===== config.mk =====
export PLATFORM = sky130hd
export DESIGN_NAME = dmvm_ctrl
export DESIGN_NICKNAME = d
export VERILOG_FILES = /design/src/rtl/dmvm_pkg.sv /design/src/rtl/dmvm_ctrl.sv
export VERILOG_INCLUDE_DIRS = /design/src /design/src/rtl
export SDC_FILE = /design/constraint.sdc
export NUM_CORES = 1
export LEC_CHECK = 0
export ABC_AREA = 1
export ABC_CLOCK_PERIOD_IN_PS = 4000
export BUFFER_PORTS_ARGS = -buffer_cell sky130_fd_sc_hd__buf_2
export CORE_ASPECT_RATIO = 1.5
export CORE_MARGIN = 8
export CORE_UTILIZATION = 56
export DETAILED_ROUTE_END_ITERATION = 8
export GPL_TIMING_DRIVEN = 0
export PLACE_DENSITY = 0.81
export SKIP_LAST_GASP = 1
export SYNTH_ARGS = -nofsm -noshare
export SYNTH_HDL_FRONTEND = slang
export SYNTH_SLANG_ARGS = --single-unit

===== constraint.sdc =====
create_clock -name clk -period 4 [get_ports clk]
set_input_delay 1.2 -clock clk [delete_from_list [all_inputs] [get_ports clk]]
set_output_delay 1.2 -clock clk [all_outputs]
set_load 0.02 [all_outputs]

===== src/rtl/assert_macros.svh =====
// ---------------------------------------------------------------------------
// Assertion macros
// Concurrent assertion helpers for the RTL; empty under synthesis.
// ---------------------------------------------------------------------------
`ifndef ASSERT_MACROS_SVH
`define ASSERT_MACROS_SVH

`ifndef SYNTHESIS

// same-cycle implication
`define ASSERT_IMPLY(label, clk, rst_n, ante, cons, msg) \
	label: assert property (@(posedge clk) disable iff (!rst_n) (ante) |-> (cons)) \
		else $error(msg);

// next-cycle implication
`define ASSERT_NEXT(label, clk, rst_n, ante, cons, msg) \
	label: assert property (@(posedge clk) disable iff (!rst_n) (ante) |=> (cons)) \
		else $error(msg);

`else

`define ASSERT_IMPLY(label, clk, rst_n, ante, cons, msg)
`define ASSERT_NEXT(label, clk, rst_n, ante, cons, msg)

`endif

`endif


===== src/rtl/dmvm_pkg.sv =====
`timescale 1ns / 1ps
// ---------------------------------------------------------------------------
// Matrix-vector multiply package
// Beat types, command bundle and codes shared by the controller and datapath.
// ---------------------------------------------------------------------------
package dmvm_pkg;

	localparam logic KIND_LOAD   = 1'b0;
	localparam logic KIND_MATRIX = 1'b1;

	localparam logic CFG_COLUMN_COUNT = 1'b0;
	localparam logic CFG_ROW_COUNT    = 1'b1;

	localparam int CFG_DATA_W = 16;

	typedef struct packed {
		logic               kind;
		logic [7:0]         column_index;
		logic signed [31:0] value;
	} in_item_t;

	typedef struct packed {
		logic signed [31:0] row_sum;
		logic [15:0]        row_index;
		logic               last_row;
	} out_item_t;

	typedef struct packed {
		logic        load_we;
		logic        rd_en;
		logic        mul_en;
		logic        acc_en;
		logic        round_en;
		logic [15:0] row_index;
		logic        last_row;
	} dp_cmd_t;

endpackage


===== src/rtl/dmvm_ctrl.sv =====
`timescale 1ns / 1ps
`include "assert_macros.svh"
// ---------------------------------------------------------------------------
// Matrix-vector multiply controller
// Configuration registers, column and row positions, and the sequencer that
// steps the datapath through read, multiply, accumulate and round.
// ---------------------------------------------------------------------------
module dmvm_ctrl #(
	parameter int MAX_COLUMNS = 256,
	localparam int AW = $clog2(MAX_COLUMNS)
) (
	input  logic                           clk,
	input  logic                           arst_n,
	input  logic                           start,
	output logic                           busy,
	input  dmvm_pkg::in_item_t             item,
	input  logic                           cfg_valid,
	output logic                           cfg_ready,
	input  logic                           cfg_index,
	input  logic [dmvm_pkg::CFG_DATA_W-1:0] cfg_data,
	output dmvm_pkg::dp_cmd_t              cmd,
	output logic [AW-1:0]                  addr
);
	import dmvm_pkg::*;

	localparam int CNT_W = $clog2(MAX_COLUMNS + 1);
	localparam int EW    = (CNT_W > 9) ? CNT_W : 9;

	typedef enum logic [1:0] {
		S_IDLE,
		S_MUL,
		S_ACC,
		S_ROUND
	} state_t;

	state_t        state_q;
	logic [8:0]    col_cnt_q;
	logic [15:0]   row_cnt_q;
	logic [8:0]    col_pos_q;
	logic [15:0]   row_pos_q;
	logic [15:0]   row_idx_q;
	logic          last_q;
	logic          row_end_q;

	logic          accept;
	logic          acc_mat;
	logic          acc_load;
	logic          load_ok;
	logic [EW-1:0] cols_ext;
	logic [EW-1:0] cols_eff;
	logic [EW-1:0] pos_ext;
	logic [EW-1:0] col_sel;
	logic          row_end_d;
	logic [15:0]   rows_eff;
	logic          last_d;

	always_comb begin
		accept   = start && !busy;
		acc_mat  = accept && (item.kind == KIND_MATRIX);
		acc_load = accept && (item.kind == KIND_LOAD);
		load_ok  = 32'(item.column_index) < 32'(MAX_COLUMNS);

		cols_ext = EW'(col_cnt_q);
		if (cols_ext == '0) begin
			cols_eff = EW'(1);
		end else if (cols_ext > EW'(MAX_COLUMNS)) begin
			cols_eff = EW'(MAX_COLUMNS);
		end else begin
			cols_eff = cols_ext;
		end
		pos_ext   = EW'(col_pos_q);
		// position past a shortened row reads the last column
		col_sel   = (pos_ext >= cols_eff) ? cols_eff - EW'(1) : pos_ext;
		row_end_d = pos_ext >= cols_eff - EW'(1);

		rows_eff = (row_cnt_q == '0) ? 16'd1 : row_cnt_q;
		last_d   = row_pos_q >= rows_eff - 16'd1;

		addr = acc_mat ? AW'(col_sel) : AW'(item.column_index);

		cmd.load_we   = acc_load && load_ok;
		cmd.rd_en     = acc_mat;
		cmd.mul_en    = state_q == S_MUL;
		cmd.acc_en    = state_q == S_ACC;
		cmd.round_en  = state_q == S_ROUND;
		cmd.row_index = row_idx_q;
		cmd.last_row  = last_q;
	end

	assign busy      = state_q != S_IDLE;
	assign cfg_ready = 1'b1;

	always_ff @(posedge clk or negedge arst_n) begin
		if (!arst_n) begin
			state_q   <= S_IDLE;
			col_cnt_q <= 9'd256;
			row_cnt_q <= 16'd1;
			col_pos_q <= '0;
			row_pos_q <= '0;
			row_idx_q <= '0;
			last_q    <= 1'b0;
			row_end_q <= 1'b0;
		end else begin
			if (cfg_valid && cfg_ready) begin
				unique case (cfg_index)
					CFG_COLUMN_COUNT: col_cnt_q <= cfg_data[8:0];
					CFG_ROW_COUNT:    row_cnt_q <= cfg_data[15:0];
					default:          ;
				endcase
			end
			unique case (state_q)
				S_IDLE: begin
					if (acc_mat) begin
						state_q   <= S_MUL;
						row_end_q <= row_end_d;
						row_idx_q <= row_pos_q;
						last_q    <= last_d;
						if (row_end_d) begin
							col_pos_q <= '0;
							row_pos_q <= last_d ? 16'd0 : row_pos_q + 16'd1;
						end else begin
							col_pos_q <= col_pos_q + 9'd1;
						end
					end
				end
				S_MUL: begin
					state_q <= S_ACC;
				end
				S_ACC: begin
					state_q <= row_end_q ? S_ROUND : S_IDLE;
				end
				S_ROUND: begin
					state_q <= S_IDLE;
				end
				default: begin
					state_q <= S_IDLE;
				end
			endcase
		end
	end

	`ASSERT_NEXT(a_matrix_beat_busy, clk, arst_n, acc_mat, busy, "matrix beat did not start work")
	`ASSERT_IMPLY(a_round_at_row_end, clk, arst_n, cmd.round_en, row_end_q, "round without row end")
	`ASSERT_NEXT(a_row_wrap, clk, arst_n, acc_mat && row_end_d && last_d, row_pos_q == '0, "row position did not wrap")
	`ASSERT_IMPLY(a_load_idle, clk, arst_n, cmd.load_we, !busy, "store written while busy")

endmodule

==> impl_metrics.env, run 1 <==
export IMPL_crit_type="flip-flop to output pin"
export IMPL_place_gp_congestion=0.911
export IMPL_cts_max_path_buffers=2
export IMPL_drtIter0Drc=264
export IMPL_cts_tree="built"
export IMPL_globalRouteMet1Util_pct=22.6
export IMPL_io_buffers=60
export IMPL_p_per_area_nw_per_um2=508
export IMPL_syn_inst=643
export IMPL_ant_nets=0
export IMPL_place_area_um2=5160
export IMPL_design_area_um2=5690
export IMPL_drv_slew=0
export IMPL_grt_max_degree=71
export IMPL_yosys_area_top_type="dfrtp_1"
export IMPL_crit_family="simple AND/OR/NAND/NOR gates"
export IMPL_cp_slowest_stage_delay_ns=0.43
export IMPL_worst_path_stages=13
export IMPL_start_util_pct=56.9
export IMPL_crit_start="col_cnt_q[4]$_DFFE_PN0P_"
export IMPL_nets=826
export IMPL_reg2reg_depth=25
export IMPL_antenna_cells=0
export IMPL_pin_count=94
export IMPL_synth_top_area_share_pct=36.0
export IMPL_grt_ovfl_total=0
export IMPL_synth_distinct_cells=36
export IMPL_num_rows=41
export IMPL_yosys_most_used_dff="dfrtp_1"
export IMPL_cp_end_kind="output pin"
export IMPL_ctsRootBufferMaster="clkbuf_16"
export IMPL_fin_ws_ns=0.159
export IMPL_viasPerCell=5.24
export IMPL_hold_path_startpoint="row_idx_q[13]$_DFFE_PN0P_"
export IMPL_gr_usage_met2_pct=35.6
export IMPL_hold_viol_final=0
export IMPL_netlist_area_um2=4730
export IMPL_areaGrowthSynthToFinish_pct=20.3
export IMPL_utilization_pct=68.4
export IMPL_ys_top_cells_by_count="198 x nand2_1, 77 x nor2_1, 68 x dfrtp_1"
export IMPL_grt_busiest_layer="met2"
export IMPL_post_place_ws_ns=0.0796
export IMPL_tightest_slew_ns=0.868
export IMPL_wirelength_um=11600
export IMPL_grt_pass1_wl_um=19400
export IMPL_wl_per_cell_um=13.9
export IMPL_cts_sinks=70
export IMPL_detailed_place_hpwl_um=8790
export IMPL_maxCapViolCount=0
export IMPL_rsz0062_at_grt="yes"
export IMPL_drt_drc_violations_left=0
export IMPL_outcome="finished, final reports clean"
export IMPL_grt_use_met3_pct=4.31
export IMPL_drive_above_1_share_pct=19.3
export IMPL_required_ns=2.80
export IMPL_hold_buffers=0
export IMPL_crit_path_max_fanout=5
export IMPL_antenna_found_initial=0
export IMPL_clk_latency_ns=0.34
export IMPL_synth_seq_cells=70
export IMPL_grt_pass1_vias=4195
export IMPL_dr_pass1_iters=5
export IMPL_r2r_start="row_cnt_q[0]$_DFFE_PN1P_"
export IMPL_layout_cells_non_filler=838
export IMPL_grt_total_usage_pct=20.3
export IMPL_hold_class="flip-flop to flip-flop"
export IMPL_slowest_stage="dfrtp_2"
export IMPL_holdPathStages=2
export IMPL_die_y_um=129
export IMPL_vias=4395
export IMPL_clock_fmax_mhz=260
export IMPL_path_buf_inv=2
export IMPL_synthArstFlopShare_pct=100
export IMPL_start_kind="flip-flop"
export IMPL_yosysMostFrequentCell="nand2_1"
export IMPL_core_um2=8310
export IMPL_clk_pin_slew_ns=0.06
export IMPL_synth_edf_count=0
export IMPL_ys_seq_area_share_pct=37.1
export IMPL_placed_cells=810
export IMPL_maxSlewHeadroom_pct=42.2
export IMPL_n_fill_cell=696
export IMPL_cp_cell_sequence="nor2_1 -> nand2_1 -> o21ai_4 -> nand2_2 -> ha_4 -> nand2_2 -> nor2_2 -> nand3b_1 -> nand4_1 -> buf_2 -> nor2_1 -> o21ai_1 -> buf_2"
export IMPL_ys_warn_count=0
export IMPL_synthTopCellsByArea="dfrtp_1 36%, nand2_1 16%, ha_1 10%, nor2_1 6.1%, inv_1 4.8%"
export IMPL_layout_min_cycle_time_ns=3.84
export IMPL_timing_hold_ws_ns=0.473
export IMPL_fin_worst_skew_ns=0.00879
export IMPL_cp_arrival_ns=2.64
export IMPL_syn_avg_cell_area_um2=7.35
export IMPL_worst_r2r_setup_slack_ns=0.60
export IMPL_power_leakage_uw=0.00305
export IMPL_die_width_um=91.0
export IMPL_vdd_ir_drop_max_uv=384
export IMPL_dieArea_um2=11700
export IMPL_synth_nets=743
export IMPL_numCtsBuffers=9
export IMPL_finalSetupViolCount=0
export IMPL_h_tree_depth=3
export IMPL_period_share_pct=96.0
## where the power goes
part           internal [µW]  switching (µW)
Clock                    492             328
Combinational            446             658
Sequential               820             146
Total                   1760            1130
## cells by family after synthesis
kind of cell    synth area share [%]
simple gates                    31.7
buf+inv                         7.10
compound gates                  7.84
flops                           37.1
fa+ha+maj                       10.1
xor+xnor                        5.19
mux                            0.953
other cells                   0.0794
## worst min-delay path, delay by kind of cell, from the launching register on
kind	cells	cell delay (ns)
flip-flops	1	0.34
AND/OR/NAND/NOR	2	0.10
## state kept, by name, indices dropped and copies added (netlist names)
register   cells
last_q         1
row_pos_q     16
col_cnt_q      9
col_pos_q      9
row_end_q      1
row_cnt_q     16
state_q        2
row_idx_q     16
## stage by stage
step	TNS (ns)	power [µW]
after floorplan	0	1650
after global placement	0	1890
after detailed placement	0	1930
after CTS	0	2770
after global routing	-0.394	3100
final	0	2890
## per-layer routing
layer  routed length, µm  vias up
li1                    -     2233
met1                4810     2018
met2                5930      118
met3                 495       26
met4                 402        0
met5                   0        -
## path summary, 6_finish.rpt
path	endpoint
max	addr[1]
min	row_idx_q[13]$_DFFE_PN0P_
max reg2reg	row_pos_q[14]$_DFFE_PN0P_
min reg2reg	row_idx_q[13]$_DFFE_PN0P_
max in group asynchronous	col_cnt_q[3]$_DFFE_PN0P_
min in group asynchronous	col_pos_q[0]$_DFFE_PN0P_
## final cells by class
| class | count | area (µm²) | share of cell area [%] |
|---|---|---|---|
| inverter | 65 | 249 | 4.38 |
| clock buffer | 9 | 225 | 3.96 |
| timing repair buffer | 72 | 417 | 7.33 |
| multi-input combinational | 492 | 2730 | 48.0 |
| buffer | 16 | 95.1 | 1.67 |
| tap | 107 | 134 | 2.35 |
| clock inverter | 7 | 81.3 | 1.43 |
| sequential | 70 | 1760 | 30.9 |
## placed cells by master, fill, tap and decap left out, drive strengths merged, types with 21 or more instances in the layout
| master | instances |
|---|---|
| inv | 68 |
| buf | 82 |
| dfrtp | 68 |
| o21ai | 47 |
| a21oi | 21 |
| nor2 | 80 |
| nand2 | 202 |
| nand3 | 39 |
| xor2 | 23 |
| ha | 38 |
## timing repair
action,4_1_cts,5_1_grt
gates cloned,0,1
resized for setup,3,36
pin swaps,1,14
buffers inserted,1,10
setup endpoints to repair,8,8
(Power assumes the default switching activity.)
==> run 2, diff against run 1 <==
- CORE_UTILIZATION: 56 -> 58
- CTS_BUF_LIST: default -> sky130_fd_sc_hd__clkbuf_4
- PLACE_DENSITY: 0.81 -> 0.79
- TNS_END_PERCENT: default -> 5
==> run 2 against run 1 <==
Compared with the run above:
- die area decreased by 2.9%
- total power decreased by 13%
- clock power decreased by 52%
- register-to-register slack got worse by 0.19 ns
- clock-buffer cell count increased by 1
- routed wire length increased by 4.9%
- worst setup slack got worse by 0.13 ns
- highest routed layer unchanged
- via count increased by 3.5%
- critical path depth increased by 3
- critical endpoint is now addr[7]
==> impl_metrics.env, run 2 (same netlist as run 1, synthesis figures left out) <==
export IMPL_start_kind="flip-flop"
export IMPL_final_cell_mix="192 x nand2_1, 69 x nor2_1, 68 x dfrtp_1"
export IMPL_clk_latency_ns=0.44
export IMPL_drv_slew=0
export IMPL_cp_slowest_stage_delay_ns=0.42
export IMPL_rr_endpoint="row_pos_q[7]$_DFFE_PN0P_"
export IMPL_finalSetupViolCount=0
export IMPL_place_area_um2=5160
export IMPL_cp_cell_sequence="nor2_1 -> nand2_1 -> o21ai_4 -> buf_6 -> nand2_4 -> ha_4 -> nand2_1 -> nor2_1 -> nand3b_1 -> nand4_1 -> buf_6 -> nor2_4 -> nor2_2 -> nand2_1 -> nand2_1 -> buf_6"
export IMPL_hold_buffers=0
export IMPL_power_leakage_uw=0.00302
export IMPL_worst_r2r_setup_slack_ns=0.41
export IMPL_power_frac_comb_pct=45.7
export IMPL_period_share_pct=99.2
export IMPL_sw_frac_of_total_pct=43.5
export IMPL_endpoint="addr[7]"
export IMPL_utilization_pct=70.5
export IMPL_drt_drc_violations_left=0
export IMPL_num_rows=40
export IMPL_crit_type="flip-flop to output pin"
export IMPL_design_area_um2=5610
export IMPL_hold_class="flip-flop to flip-flop"
export IMPL_nets=837
export IMPL_drive_above_1_share_pct=20.4
export IMPL_cp_end_kind="output pin"
export IMPL_r2r_start="col_cnt_q[8]$_DFFE_PN1P_"
export IMPL_p_int_uw=1420
export IMPL_slowest_stage="dfrtp_1"
export IMPL_dr_pass1_iters=5
export IMPL_rsz0062_at_grt="yes"
export IMPL_cpMostUsedCell="nand2_1"
export IMPL_detailed_place_hpwl_um=9090
export IMPL_hold_viol_final=0
export IMPL_grt_pass1_wl_um=20100
export IMPL_antenna_found_initial=1
export IMPL_reg_top3="row_cnt_q: 16 flops, row_idx_q: 16 flops, row_pos_q: 16 flops"
export IMPL_h_tree_depth=3
export IMPL_viasPerCell=5.37
export IMPL_core_um2=7960
export IMPL_timing_hold_ws_ns=0.491
export IMPL_drtIter0Drc=338
export IMPL_clk_pin_slew_ns=0.12
export IMPL_crit_start="col_cnt_q[0]$_DFFE_PN0P_"
export IMPL_place_gp_congestion=0.905
export IMPL_dieArea_um2=11400
export IMPL_ctsRootBufferMaster="clkbuf_4"
export IMPL_maxSlewHeadroom_pct=40.7
export IMPL_layout_min_cycle_time_ns=3.97
export IMPL_areaGrowthSynthToFinish_pct=18.7
export IMPL_tightest_slew_ns=0.889
export IMPL_numCtsBuffers=9
export IMPL_p_switching_uw=1090
export IMPL_reg2reg_depth=21
export IMPL_grt_total_usage_pct=21.3
export IMPL_grt_max_degree=71
export IMPL_path_buf_inv=3
export IMPL_cts_sinks=70
export IMPL_worst_path_stages=16
export IMPL_io_buffers=60
export IMPL_clock_fmax_mhz=252
export IMPL_pin_count=94
export IMPL_grt_pass1_vias=4439
export IMPL_maxCapViolCount=0
export IMPL_die_width_um=89.7
export IMPL_wirelength_um=12200
export IMPL_vdd_ir_drop_max_uv=368
export IMPL_cts_max_path_buffers=2
export IMPL_p_per_area_nw_per_um2=447
export IMPL_wl_per_cell_um=14.4
export IMPL_start_util_pct=59.4
export IMPL_layout_commonest_cell="nand2_1"
export IMPL_fin_worst_skew_ns=0.00897
export IMPL_ant_nets=0
export IMPL_cp_arrival_ns=2.77
export IMPL_crit_family="simple AND/OR/NAND/NOR gates"
export IMPL_cts_tree="built"
export IMPL_clkPwrFrac_pct=15.8
export IMPL_holdPathStages=2
export IMPL_outcome="finished, final reports clean"
export IMPL_die_y_um=127
export IMPL_required_ns=2.80
export IMPL_vias=4551
export IMPL_pwr_share_seq_pct=38.5
export IMPL_grt_ovfl_total=0
export IMPL_crit_path_max_fanout=6
-- run 2: cell count changes in the layout (fill, tap and decap cells not counted), sizes merged --
cell and change:
buf +11, inv -3, clkinvlp +2, bufinv -1
clkbuf +1, clkinv +1, diode +1
-- run 2: per-stage QoR --
step	power [µW]	worst slack, ns	cells	TNS, ns
2_1_floorplan	1650	0.386	643	0
3_3_place_gp	1890	0.182	808	0
3_5_place_dp	1940	0.123	808	0
4_1_cts	2360	0.00985	829	0
5_1_grt	2700	-0.154	848	-1.10
6_report	2510	0.0312	848	0
-- run 2: final cells by class --
cell class / instances / area, µm²
antenna: 1 / 2.50
fill: 696 / 2350
tap: 105 / 131
clock inverter: 6 / 37.5
clock buffer: 10 / 75.1
buffer: 16 / 95.1
inverter: 65 / 251
multi-input combinational: 492 / 2750
sequential: 70 / 1750
timing repair buffer: 83 / 514
-- run 2: worst reg2reg max path, stage by stage, from the launching register on --
cell and delay, ns:
dfstp_2 0.62, buf_12 0.12, o21ai_4 0.06, buf_6 0.14, nand2_8 0.07, buf_4 0.11
buf_4 0.09, ha_1 0.16, nand2_1 0.10, nor2_4 0.15, nand2_2 0.08, nor3_1 0.20
xor2_1 0.18, ha_1 0.28, a21oi_1 0.16, o21a_1 0.19, nand4_4 0.19, nand2_4 0.19
inv_4 0.09, buf_6 0.15, nand3_1 0.09, nand2_1 0.07
-- run 2: layer usage --
layer  track usage [%]  wire length, µm
met1              23.0             4930
met2              38.4             6290
met3              5.49              670
met4              8.51              317
met5                 0                0
-- run 2: repair_timing --
action                     CTS  global route
setup endpoints to repair    8             8
buffers inserted             5            17
cloned                       0             1
pin swaps                    2            15
resized for setup            3            40
-- run 2: worst min-delay path by stage --
stage                                end                 startpoint  slack (ns)
3_3_place_gp   row_idx_q[12]$_DFFE_PN0P_  row_idx_q[12]$_DFFE_PN0P_        0.46
6_report        row_idx_q[9]$_DFFE_PN0P_   row_idx_q[9]$_DFFE_PN0P_        0.49
2_1_floorplan      row_end_q$_DFFE_PN0P_      row_end_q$_DFFE_PN0P_        0.45
5_1_grt            row_end_q$_DFFE_PN0P_      row_end_q$_DFFE_PN0P_        0.52
4_1_cts         row_idx_q[9]$_DFFE_PN0P_   row_idx_q[9]$_DFFE_PN0P_        0.49
3_5_place_dp    row_idx_q[9]$_DFFE_PN0P_   row_idx_q[9]$_DFFE_PN0P_        0.47
-- run 2: power groups by stage --
stage / registers [µW] / clock network (µW) / logic, µW
final: 965 / 397 / 1150
after global routing: 983 / 432 / 1280
after CTS: 960 / 401 / 998
after detailed placement: 976 / 0 / 965
after global placement: 969 / 0 / 919
after floorplan: 965 / 0 / 684
